File: src/imm_ram.sv
// ----------------------------------------------------------------------------
// Generic single-port-write RAM
// One write port and one read port with registered read data.
// ----------------------------------------------------------------------------
module imm_ram #(
  parameter int WIDTH = 32,
  parameter int DEPTH = 16
) (
  input  logic                     clk_i,
  input  logic                     we_i,
  input  logic [$clog2(DEPTH)-1:0] waddr_i,
  input  logic [WIDTH-1:0]         wdata_i,
  input  logic                     re_i,
  input  logic [$clog2(DEPTH)-1:0] raddr_i,
  output logic [WIDTH-1:0]         rdata_o
);

  logic [WIDTH-1:0] mem [DEPTH];
  logic [WIDTH-1:0] rdata_q;

  always_ff @(posedge clk_i) begin
    if (we_i) begin
      mem[waddr_i] <= wdata_i;
    end
    if (re_i) begin
      rdata_q <= mem[raddr_i];
    end
  end

  assign rdata_o = rdata_q;

endmodule

File: config.mk
export PLATFORM = sky130hd
export DESIGN_NAME = imm_ram
export DESIGN_NICKNAME = d
export VERILOG_FILES = /design/src/imm_ram.sv
export SDC_FILE = /design/constraint.sdc
export NUM_CORES = 1
export LEC_CHECK = 0
export BUFFER_PORTS_ARGS = -buffer_cell sky130_fd_sc_hd__buf_4
export CORE_AREA = 2 2 237 239
export CTS_CLUSTER_DIAMETER = 80
export DETAILED_ROUTE_END_ITERATION = 6
export DIE_AREA = 0 0 239 241
export PLACE_DENSITY_LB_ADDON = 0.08
export SLEW_MARGIN = 20
export SYNTH_ARGS = -nofsm -noshare
export SYNTH_HDL_FRONTEND = slang
export SYNTH_SLANG_ARGS = --single-unit
export TNS_END_PERCENT = 100
File: constraint.sdc
create_clock -name clk_i -period 4 [get_ports clk_i]
set_input_delay 0.8 -clock clk_i [delete_from_list [all_inputs] [get_ports clk_i]]
set_output_delay 0.8 -clock clk_i [all_outputs]
set_load 0.01 [all_outputs]
==> metrics.txt <==
# TYPE chip_impl_metric gauge
chip_impl_info{name="outcome",value="complete, no violations"} 1
chip_impl_metric{name="clkLatencyLatePin",unit="ps"} 600
chip_impl_info{name="worstHoldEndpoint",value="mem[5][25]$_DFFE_PP_"} 1
chip_impl_metric{name="track_usage",unit="%"} 16.9
chip_impl_metric{name="postPlaceCellArea",unit="um2"} 21800
chip_impl_metric{name="clkSinkCount",unit=""} 544
chip_impl_info{name="timing.setup.critical_path_class",value="in -> reg"} 1
chip_impl_metric{name="place_congestion",unit=""} 0.682
chip_impl_info{name="setup.worst_path.start_class",value="input pin"} 1
chip_impl_metric{name="grt_start_max_net_pins",unit=""} 59
chip_impl_metric{name="fp.dieW",unit="um"} 239
chip_impl_metric{name="die_height",unit="um"} 241
chip_impl_metric{name="drtAntennaViolNets",unit=""} 0
chip_impl_metric{name="min_delay_path_depth",unit=""} 1
chip_impl_metric{name="grt_antenna_before_repair",unit=""} 0
chip_impl_metric{name="fin_area",unit="um2"} 23600
chip_impl_metric{name="syn-mean-instance-area",unit="um2"} 24.1
chip_impl_metric{name="postLayoutSetupSlackWorst",unit="ps"} 1840
chip_impl_metric{name="antenna-diode-count",unit=""} 0
chip_impl_metric{name="final_core_utilization",unit="%"} 43.0
chip_impl_metric{name="route.detailed.vias_per_inst",unit=""} 5.37
chip_impl_info{name="rr_startpoint",value="mem[2][4]$_DFFE_PP_"} 1
chip_impl_metric{name="max_cap_viol_count",unit=""} 0
chip_impl_info{name="unrepaired_setup_endpoints_after_global_routing",value="false"} 1
chip_impl_metric{name="worst-r2r-setup-slack",unit="ps"} 2530
chip_impl_metric{name="core_area",unit="um2"} 54900
chip_impl_metric{name="final-setup-viol-count",unit=""} 0
chip_impl_info{name="worstHoldPathType",value="in -> reg"} 1
chip_impl_metric{name="grt_pass1_vias",unit=""} 9976
chip_impl_metric{name="synth.net_count",unit=""} 881
chip_impl_metric{name="drt_drc_violations_left",unit=""} 0
chip_impl_metric{name="yosys.cell_types.count",unit=""} 17
chip_impl_metric{name="ctsResizeCount",unit=""} 0
chip_impl_metric{name="worst-slew-pin-transition",unit="ps"} 781
chip_impl_metric{name="htree_num_levels",unit=""} 2
chip_impl_info{name="root_buffer",value="clkbuf_16"} 1
chip_impl_metric{name="max-vdd-ir-drop",unit="V"} 0.000343
chip_impl_metric{name="drt_wl_total",unit="um"} 47500
chip_impl_metric{name="cp_data_arrival_time",unit="ps"} 2490
chip_impl_metric{name="leakagePower",unit="nW"} 7.49
chip_impl_metric{name="synth.yosys.seq_area_share",unit="%"} 81.0
chip_impl_metric{name="ys_seq_elements",unit=""} 544
chip_impl_metric{name="cts.clk_slew.worst_paths",unit="ps"} 60
chip_impl_metric{name="timing_max_transition_violations_final",unit=""} 0
chip_impl_metric{name="layout_cells_sized_above_1",unit="%"} 32.8
chip_impl_metric{name="final_cells",unit=""} 1708
chip_impl_info{name="cts_tree",value="built"} 1
chip_impl_metric{name="cts_setup_buffers",unit=""} 0
chip_impl_metric{name="synthesis.yosys.warnings",unit=""} 0
chip_impl_metric{name="initial_utilization",unit="%"} 36.8
chip_impl_metric{name="grt_first_pass_wirelength",unit="um"} 68500
chip_impl_metric{name="io_buffers",unit=""} 74
chip_impl_metric{name="routed-via-count",unit=""} 9164
chip_impl_metric{name="number_of_rows_created_at_floorplan",unit=""} 86
chip_impl_metric{name="design.die.area",unit="um2"} 57600
chip_impl_info{name="post_synth_main_area_contributors",value="edfxtp_1, mux4_2, a22oi_1"} 1
chip_impl_metric{name="setup_tns",unit="ps"} 0
chip_impl_metric{name="cp.required",unit="ps"} 4330
chip_impl_metric{name="final_layout_net_count",unit=""} 999
chip_impl_metric{name="worstPathMaxFanout",unit=""} 36
chip_impl_metric{name="cts-buffers-inserted",unit=""} 58
chip_impl_info{name="timing.critical_path.to_type",value="flop"} 1
chip_impl_metric{name="io_pins",unit=""} 75
chip_impl_metric{name="synth_top_cell_area_share",unit="%"} 81.0
chip_impl_metric{name="iteration_count_of_the_initial_detailed_routing_pass",unit=""} 4
chip_impl_info{name="worstHoldStart",value="wdata_i[25]"} 1
chip_impl_metric{name="ctsHoldBuffers",unit=""} 0
chip_impl_metric{name="dr.first_iter.drc_count",unit=""} 768
chip_impl_metric{name="p_per_area",unit="nW/um2"} 515
chip_impl_metric{name="post-place-ws",unit="ps"} 1160
chip_impl_metric{name="relSlewSlack",unit="%"} 47.9
chip_impl_metric{name="global_route_congestion_overflow_total",unit=""} 0
chip_impl_metric{name="r2r_cells",unit=""} 3
chip_impl_metric{name="synth_area",unit="um2"} 20200
chip_impl_metric{name="post_drt_wl_per_cell",unit="um"} 27.8
chip_impl_metric{name="period_utilization",unit="%"} 54.0
chip_impl_metric{name="layout_min_cycle_time",unit="ps"} 2160
chip_impl_metric{name="clock-skew-final",unit="ps"} 10.3
chip_impl_metric{name="area_growth",unit="%"} 17.1
chip_impl_info{name="end_of_the_worst_register_to_register_path",value="rdata_o[4]$_DFFE_PP_"} 1
chip_impl_metric{name="max_freq",unit="MHz"} 463
chip_impl_metric{name="final_hold_viol_count",unit=""} 0
chip_impl_metric{name="post-place-cells",unit=""} 1600
chip_impl_metric{name="detailed_place_hpwl",unit="um"} 22300
chip_impl_metric{name="clockBufferDepth",unit=""} 3
chip_impl_metric{name="post_synth_inst_count",unit=""} 838
chip_impl_info{name="netlist.top_cell.by_area",value="edfxtp_1"} 1
## synth_stat cells
master	number
edfxtp_1	544
buf_2	4
nand2b_1	2
buf_1	9
or3b_2	1
nor2_1	13
nand2_1	33
a22oi_1	64
nor3_1	4
nor2b_1	2
buf_4	11
nand3_1	1
clkbuf_1	17
nand3b_1	2
mux4_2	128
buf_6	2
and2_1	1
## layout by cell type (no fill, tap or decap), drive strengths merged, types with 2 or more instances in the layout
cell type | Yosys | layout
nand2 | 33 | 33
clkinv | 0 | 31
bufinv | 0 | 5
nor3 | 4 | 4
nand2b | 2 | 2
a22oi | 64 | 64
clkbuf | 17 | 71
nor2b | 2 | 2
mux4 | 128 | 128
nor2 | 13 | 13
buf | 26 | 100
nand3b | 2 | 2
edfxtp | 544 | 544
## state kept, by name, summed over array words and instances (netlist names)
| signal | cells |
|---|---|
| rdata_o | 32 |
| mem | 512 |
## critical path: stages
cell and delay, ps:
buf_4 500, buf_4 450, mux4_2 370, a22oi_1 220, nand2_1 130
## layout make-up
class	instances	area, um2
fill	4674	31300
sequential	544	16300
multi-input combinational	251	3750
clock buffer	70	1520
tap	704	881
timing repair buffer	101	827
clock inverter	38	307
## how the worst max path moves through the flow
| stage | start | end | slack (ps) | depth (start not counted) |
|---|---|---|---|---|
| after floorplan | waddr_i[2] | mem[0][0]$_DFFE_PP_ | 20 | 2 |
| after global placement | raddr_i[0] | rdata_o[19]$_DFFE_PP_ | 1180 | 5 |
| after detailed placement | raddr_i[0] | rdata_o[19]$_DFFE_PP_ | 1160 | 5 |
| after CTS | raddr_i[0] | rdata_o[19]$_DFFE_PP_ | 1820 | 5 |
| after global routing | raddr_i[0] | rdata_o[19]$_DFFE_PP_ | 1700 | 5 |
| final | raddr_i[1] | rdata_o[4]$_DFFE_PP_ | 1840 | 5 |
## cell families after synthesis
group / count (synthesis) / share of synthesized area, %
simple gates: 59 / 1.25
buf+inv: 43 / 1.10
compound gates: 64 / 2.38
mux: 128 / 14.3
flops: 544 / 81.0
## routing by layer
metal  wire length [um]  vias to the layer above  GRT usage, %
met5                  0                        -             0
met4                974                        0          4.58
met3               2300                       72          3.00
met2              22900                      240          27.4
met1              21400                     4998          23.7
li1                   -                     3854             -
## stage by stage
stage / hold WS [ps] / power [mW]
after global routing: 463 / 12.6
final: 486 / 12.2
after global placement: 731 / 7.16
after CTS: 444 / 12.3
after floorplan: 710 / 6.89
after detailed placement: 736 / 7.19
## where the power goes
| part | internal (mW) | leakage, nW | switching [mW] |
|---|---|---|---|
| registers | 6.42 | 4.94 | 0.0381 |
| clock network | 3.00 | 0.895 | 2.11 |
| logic | 0.250 | 1.65 | 0.342 |
| total | 9.68 | 7.49 | 2.49 |
Note: power is estimated with default switching activity, not from simulation.
