$ cat config.mk
export PLATFORM = sky130hd
export DESIGN_NAME = imm_mac
export DESIGN_NICKNAME = d
export VERILOG_FILES = /design/src/imm_pkg.sv /design/src/imm_mac.sv
export SDC_FILE = /design/constraint.sdc
export NUM_CORES = 1
export LEC_CHECK = 0
export BUFFER_PORTS_ARGS = -buffer_cell sky130_fd_sc_hd__buf_4
export CORE_UTILIZATION = 42
export CTS_CLUSTER_SIZE = 10
export DETAILED_ROUTE_END_ITERATION = 10
export SYNTH_ARGS = -nofsm -noshare
export SYNTH_HDL_FRONTEND = slang
export SYNTH_SLANG_ARGS = --single-unit
export TNS_END_PERCENT = 50
$ cat constraint.sdc
create_clock -name clk_i -period 3.3 [get_ports clk_i]
set_input_delay 0.33 -clock clk_i [delete_from_list [all_inputs] [get_ports clk_i]]
set_output_delay 0.33 -clock clk_i [all_outputs]
set_load 0.01 [all_outputs]
$ cat src/imm_pkg.sv
// ----------------------------------------------------------------------------
// Integer matrix multiply package
// Shared sizes and the control structures that pass between the sequencer
// and the multiply-accumulate datapath.
// ----------------------------------------------------------------------------
package imm_pkg;

  localparam int MAX_DIM = 16;
  localparam int DATA_W  = 32;
  localparam int COL_W   = $clog2(MAX_DIM);
  localparam int SIZE_W  = 5;
  localparam int B_DEPTH = MAX_DIM * MAX_DIM;
  localparam int B_AW    = $clog2(B_DEPTH);
  localparam int NN_W    = 2 * SIZE_W;
  localparam int ADDR_W  = 3;

  // Word index of the configuration registers.
  localparam logic REG_MATRIX_SIZE = 1'b0;

  localparam logic OP_LOAD_B   = 1'b0;
  localparam logic OP_STREAM_A = 1'b1;

  // One multiply issued by the sequencer, travelling with its operands.
  typedef struct packed {
    logic             valid;
    logic             first;
    logic             last_term;
    logic             row_end;
    logic [COL_W-1:0] col;
  } mac_tag_t;

  // A finished dot product.
  typedef struct packed {
    logic              valid;
    logic [DATA_W-1:0] value;
    logic [COL_W-1:0]  col;
    logic              row_end;
  } mac_res_t;

  // Size in use: zero acts as one, anything above MAX_DIM acts as MAX_DIM.
  function automatic logic [SIZE_W-1:0] eff_size(input logic [SIZE_W-1:0] raw);
    logic [SIZE_W-1:0] n;
    if (raw == '0) begin
      n = SIZE_W'(1);
    end else if (raw > SIZE_W'(MAX_DIM)) begin
      n = SIZE_W'(MAX_DIM);
    end else begin
      n = raw;
    end
    return n;
  endfunction

endpackage

$ cat src/imm_mac.sv
// ----------------------------------------------------------------------------
// Multiply-accumulate datapath
// Aligns the issue tag with the memory read data, registers the wrapped
// product and accumulates one dot product per column.
// ----------------------------------------------------------------------------
module imm_mac (
  input  logic                     clk_i,
  input  logic                     rst_ni,
  input  logic                     en_i,
  input  imm_pkg::mac_tag_t        tag_i,
  input  logic [imm_pkg::DATA_W-1:0] a_i,
  input  logic [imm_pkg::DATA_W-1:0] b_i,
  output imm_pkg::mac_res_t        res_o
);
  import imm_pkg::*;

  mac_tag_t          rd_tag_q;
  mac_tag_t          prod_tag_q;
  logic [DATA_W-1:0] prod_d, prod_q;
  logic [DATA_W-1:0] acc_d, acc_q;

  // Only the low word of the product matters, so the signed and unsigned
  // products agree.
  assign prod_d = a_i * b_i;
  assign acc_d  = prod_tag_q.first ? prod_q : acc_q + prod_q;

  always_ff @(posedge clk_i or negedge rst_ni) begin
    if (!rst_ni) begin
      rd_tag_q   <= '0;
      prod_tag_q <= '0;
    end else if (en_i) begin
      rd_tag_q   <= tag_i;
      prod_tag_q <= rd_tag_q;
    end
  end

  always_ff @(posedge clk_i) begin
    if (en_i) begin
      prod_q <= prod_d;
      if (prod_tag_q.valid) begin
        acc_q <= acc_d;
      end
    end
  end

  always_comb begin
    res_o.valid   = prod_tag_q.valid && prod_tag_q.last_term;
    res_o.value   = acc_d;
    res_o.col     = prod_tag_q.col;
    res_o.row_end = prod_tag_q.row_end;
  end

endmodule

==> metrics.md <==
| Metric | Value |
|---|---|
| Floorplan die height | approximately 220 um |
| Maxcap violations | 0 |
| Final-report hold violation count | 0 |
| Area fraction of the dominant cell type after synthesis | 0.409 |
| Largest net degree at the start of global routing | 50 |
| Number of antenna repair diodes | 0 |
| Sequential-to-total area share from yosys stat | 0.116 |
| Max clock buf depth | 2 |
| Crit-path slowest cell | sky130_fd_sc_hd__fa_1 |
| Syn-to-layout area delta | 27.1% |
| Deepest level of the CTS H-tree | 3 |
| Initial core utilization | 0.428 |
| # clock sinks | 80 |
| Number of flops mapped to enable cells by yosys | 64 |
| DRC violation count after routing | 14 |
| Predominant post-synthesis flop cell | sky130_fd_sc_hd__edfxtp_1 |
| Number of DRC violations after detailed-routing iteration 0 | roughly 810 |
| Most frequent CP cell | sky130_fd_sc_hd__fa_2 |
| Required time reported for the critical path endpoint | ~3.4 ns |
| Worst Setup Start Kind | input pin |
| Share of synthesized registers carrying an async set or reset | 0.200 |
| Final hold slack | 0.218 ns |
| RSZ-0062 raised after global routing | true |
| Setup slack after layout | -3.12 ns |
| TritonCTS clock tree | built |
| Number of cells on the worst hold path | 2 |
| Final core utilization | 0.543 |
| CTS root buffer | sky130_fd_sc_hd__clkbuf_16 |
| Post-detailed-routing wire length | 53600 um |
| Crit Path Max Fanout | 12 |
| Clock transition at the register clock pins on the worst setup and hold paths after CTS | 0.06 ns |
| Type of element capturing the critical path | flip-flop |
| Final worst path period need | about 6.4 ns |
| Total global routing overflow | 0 |
| Drt via density | between 4 and 5 |
| Initial antenna violation count | 0 |
| X dimension of the die | between 200 and 250 um |
| Class of the tightest hold or removal check | input pin to flip-flop |
| Met2 WL | 25300 um |
| Vias in the first global route | between 15000 and 20000 |
| Routed WL per cell | ~18 um |
| Crit path DAT | 6.51 ns |
| Number of nets produced by synthesis | approximately 2800 |
| Number of vias in the routed layout | 14929 |
| Floorplan die area | between 0.04 and 0.05 sq mm |
| Final TNS setup | -64.68 ns |
| Number of port buffers | between 100 and 150 |
| Tightest slew margin relative to the limit | 0.599 |
| Core outline area | about 0.047 sq mm |
| Met1 routed wirelength after detailed routing | approximately 25000 um |
| Inserted Clock Buffers | 9 |
| R2R depth | 13 |
| Tot GR Track Use | 0.228 |
| Antenna violation net count after detailed routing | 0 |
| Internal reg-to-reg setup slack | ~0.22 ns |
| Half-perimeter wire length after detailed placement | approximately 45000 um |
| Number of distinct library cell variants in the gate-level netlist after synthesis | 59 |
| Worst-Skew Late Latency | around 0.34 ns |
| Wire length of the first global-routing pass | approximately 86000 um |
| Proportion of layout cells with a drive suffix above 1 | 0.266 |
| Cell Chain, Critical Path | buf_12, buf_6, and2_4, fa_2, inv_2, fa_2, fa_1, fa_1, inv_2, fa_1, fa_2, fa_2, fa_2, ha_4, buf_4, buf_6, nand4_1, nor2_2, a21boi_4, o31ai_4, o21ai_2, a21o_1, a21oi_2, xnor2_1 |
| Top routing layer in use | met4 |
| Net total in the final layout | 3049 |
| Post-synth top area cell | sky130_fd_sc_hd__fa_1 |
| Worst path max stage delay | between 0.5 and 0.6 ns |
| Number of cell rows | just under 80 |
| FF+latch count, synth | 80 |
| Maximum clock frequency | around 160 MHz |
| Most area-consuming cells after synthesis | sky130_fd_sc_hd__fa_1 (41%), sky130_fd_sc_hd__ha_1 (9.6%), sky130_fd_sc_hd__edfxtp_1 (9.6%) |
| Worst-margin pin slew | 0.601 ns |
| Max-slew violation total from the final report | 0 |
| Count of boundary I/O pins | about 110 |
| Met3 routed wirelength | ~2300 um |
| Yosys Warn Count | 0 |
| Global placement routability congestion | slightly above 0.9 |
| Syn Std Cell Area | about 0.02 sq mm |
| Violations in the final reports | DRC, setup timing |
| Post-synthesis average cell area | ~9.5 sq um |
| Number of optimization iterations in the first detailed-route pass | 8 |
| Fraction of the cycle the final worst path needs | 1.94 |
| Max Clock Skew | between 0.01 and 0.015 ns |
| Type of the setup path with the least slack | input pin to flip-flop |
| Count of mapped cells out of synthesis | roughly 2100 |
| Final setup violation count | 39 |
| Status | finished, violations left |
[cell usage in the layout, fill, tap and decap left out, types with 21 or more instances in the layout]
| cell | Yosys | final |
|---|---|---|
| sky130_fd_sc_hd__and2_4 | 0 | 30 |
| sky130_fd_sc_hd__a21oi_1 | 49 | 30 |
| sky130_fd_sc_hd__ha_1 | 154 | 110 |
| sky130_fd_sc_hd__nand2_1 | 308 | 301 |
| sky130_fd_sc_hd__fa_2 | 0 | 30 |
| sky130_fd_sc_hd__buf_12 | 0 | 23 |
| sky130_fd_sc_hd__edfxtp_1 | 64 | 64 |
| sky130_fd_sc_hd__xor2_1 | 36 | 36 |
| sky130_fd_sc_hd__inv_1 | 400 | 366 |
| sky130_fd_sc_hd__mux2_2 | 21 | 21 |
| sky130_fd_sc_hd__fa_1 | 409 | 379 |
| sky130_fd_sc_hd__buf_6 | 2 | 45 |
| sky130_fd_sc_hd__inv_2 | 0 | 34 |
| sky130_fd_sc_hd__xnor2_1 | 78 | 75 |
| sky130_fd_sc_hd__buf_4 | 5 | 303 |
| sky130_fd_sc_hd__and2_1 | 273 | 243 |
| sky130_fd_sc_hd__ha_4 | 0 | 43 |
| sky130_fd_sc_hd__o21ai_0 | 52 | 24 |
[Yosys cell counts, types with 2 or more instances]
| library cell | n |
|---|---|
| sky130_fd_sc_hd__fa_1 | 409 |
| sky130_fd_sc_hd__inv_1 | 400 |
| sky130_fd_sc_hd__nand2_1 | 308 |
| sky130_fd_sc_hd__and2_1 | 273 |
| sky130_fd_sc_hd__ha_1 | 154 |
| sky130_fd_sc_hd__clkbuf_1 | 95 |
| sky130_fd_sc_hd__xnor2_1 | 78 |
| sky130_fd_sc_hd__edfxtp_1 | 64 |
| sky130_fd_sc_hd__o21ai_0 | 52 |
| sky130_fd_sc_hd__a21oi_1 | 49 |
| sky130_fd_sc_hd__xor2_1 | 36 |
| sky130_fd_sc_hd__mux2_2 | 21 |
| sky130_fd_sc_hd__nor2_1 | 21 |
| sky130_fd_sc_hd__a21o_1 | 19 |
| sky130_fd_sc_hd__dfrtp_1 | 16 |
| sky130_fd_sc_hd__nand2b_1 | 10 |
| sky130_fd_sc_hd__nor3_1 | 9 |
| sky130_fd_sc_hd__o21a_1 | 9 |
| sky130_fd_sc_hd__nand3_1 | 8 |
| sky130_fd_sc_hd__nand4_1 | 6 |
| sky130_fd_sc_hd__nor2b_1 | 6 |
| sky130_fd_sc_hd__o31ai_1 | 6 |
| sky130_fd_sc_hd__buf_4 | 5 |
| sky130_fd_sc_hd__a211oi_1 | 4 |
| sky130_fd_sc_hd__a31oi_1 | 4 |
| sky130_fd_sc_hd__or2_2 | 4 |
| sky130_fd_sc_hd__o21bai_1 | 3 |
| sky130_fd_sc_hd__a21boi_0 | 2 |
| sky130_fd_sc_hd__a22o_1 | 2 |
| sky130_fd_sc_hd__a311oi_2 | 2 |
| sky130_fd_sc_hd__a31o_1 | 2 |
| sky130_fd_sc_hd__and3_1 | 2 |
| sky130_fd_sc_hd__and4_1 | 2 |
| sky130_fd_sc_hd__buf_6 | 2 |
| sky130_fd_sc_hd__mux2i_1 | 2 |
| sky130_fd_sc_hd__nor3b_1 | 2 |
| sky130_fd_sc_hd__o2111ai_1 | 2 |
| sky130_fd_sc_hd__o211ai_1 | 2 |
| sky130_fd_sc_hd__or3_1 | 2 |
[final cells by class]
type | count | area, sq um
fill | 4121 | 21300
multi-input combinational | 1530 | 16900
timing repair buffer | 390 | 3590
sequential | 80 | 2320
inverter | 400 | 1500
tap | 607 | 759
clock buffer | 9 | 225
clock inverter | 7 | 95.1
[sequential cells by signal, summed over array words and instances, names as in the netlist]
register / flops
res_o: 5
prod_tag_q: 3
acc_q: 32
prod_q: 32
rd_tag_q: 8
[per-stage QoR]
step                instances  instance area, sq um  worst slack (ns)
floorplan                2113                 20200             -3.13
global placement         2961                 23200             -3.43
detailed placement       2961                 23200             -3.52
CTS                      3007                 24800             -3.03
global route             3023                 25400             -3.29
finish                   3023                 25400             -3.12
[path summary, 6_finish.rpt]
path,endpoint,from
max,prod_q[31],b_i[3]
min,rd_tag_q[0],tag_i[0]
max reg2reg,acc_q[28],prod_q[0]
min reg2reg,prod_tag_q[5],prod_tag_q[5]
max in group asynchronous,rd_tag_q[5],rst_ni
min in group asynchronous,rd_tag_q[0],rst_ni
[cells by family after synthesis]
family / after synthesis / synth area share
AND/OR/NAND/NOR: 656 / 0.164
adder cells (fa/ha/maj): 563 / 0.506
buffers and inverters: 503 / 0.0961
AO/OA/AOI/OAI: 174 / 0.0556
XOR/XNOR: 114 / 0.0499
flip-flops: 80 / 0.116
multiplexers: 23 / 0.0128
[critical path: cells and delay by family]
| kind | cells | cell delay, ns |
|---|---|---|
| xor gates and xnor gates | 1 | 0.11 |
| adders and majority gates | 9 | 4.26 |
| and+or+nand+nor | 3 | 0.52 |
| buffers and inverters | 6 | 0.53 |
| AOI/OAI and AO/OA | 5 | 0.74 |
[repair_timing]
| action | CTS | global route |
|---|---|---|
| hold endpoints to repair | 16 | 0 |
| gates cloned | 3 | 2 |
| buffers inserted | 32 | 19 |
| hold buffers | 1 | 0 |
| setup endpoints to repair | 49 | 49 |
| gates resized for setup | 224 | 125 |
| pin swaps | 124 | 86 |
[metal layers]
layer,vias up,track usage
li1,6987,-
met5,-,0
met3,73,0.0158
met2,361,0.384
met1,7508,0.319
met4,0,0.0600
Power is not shown: default switching activity piles up to over one toggle a cycle in this logic, so the estimate is an artifact.
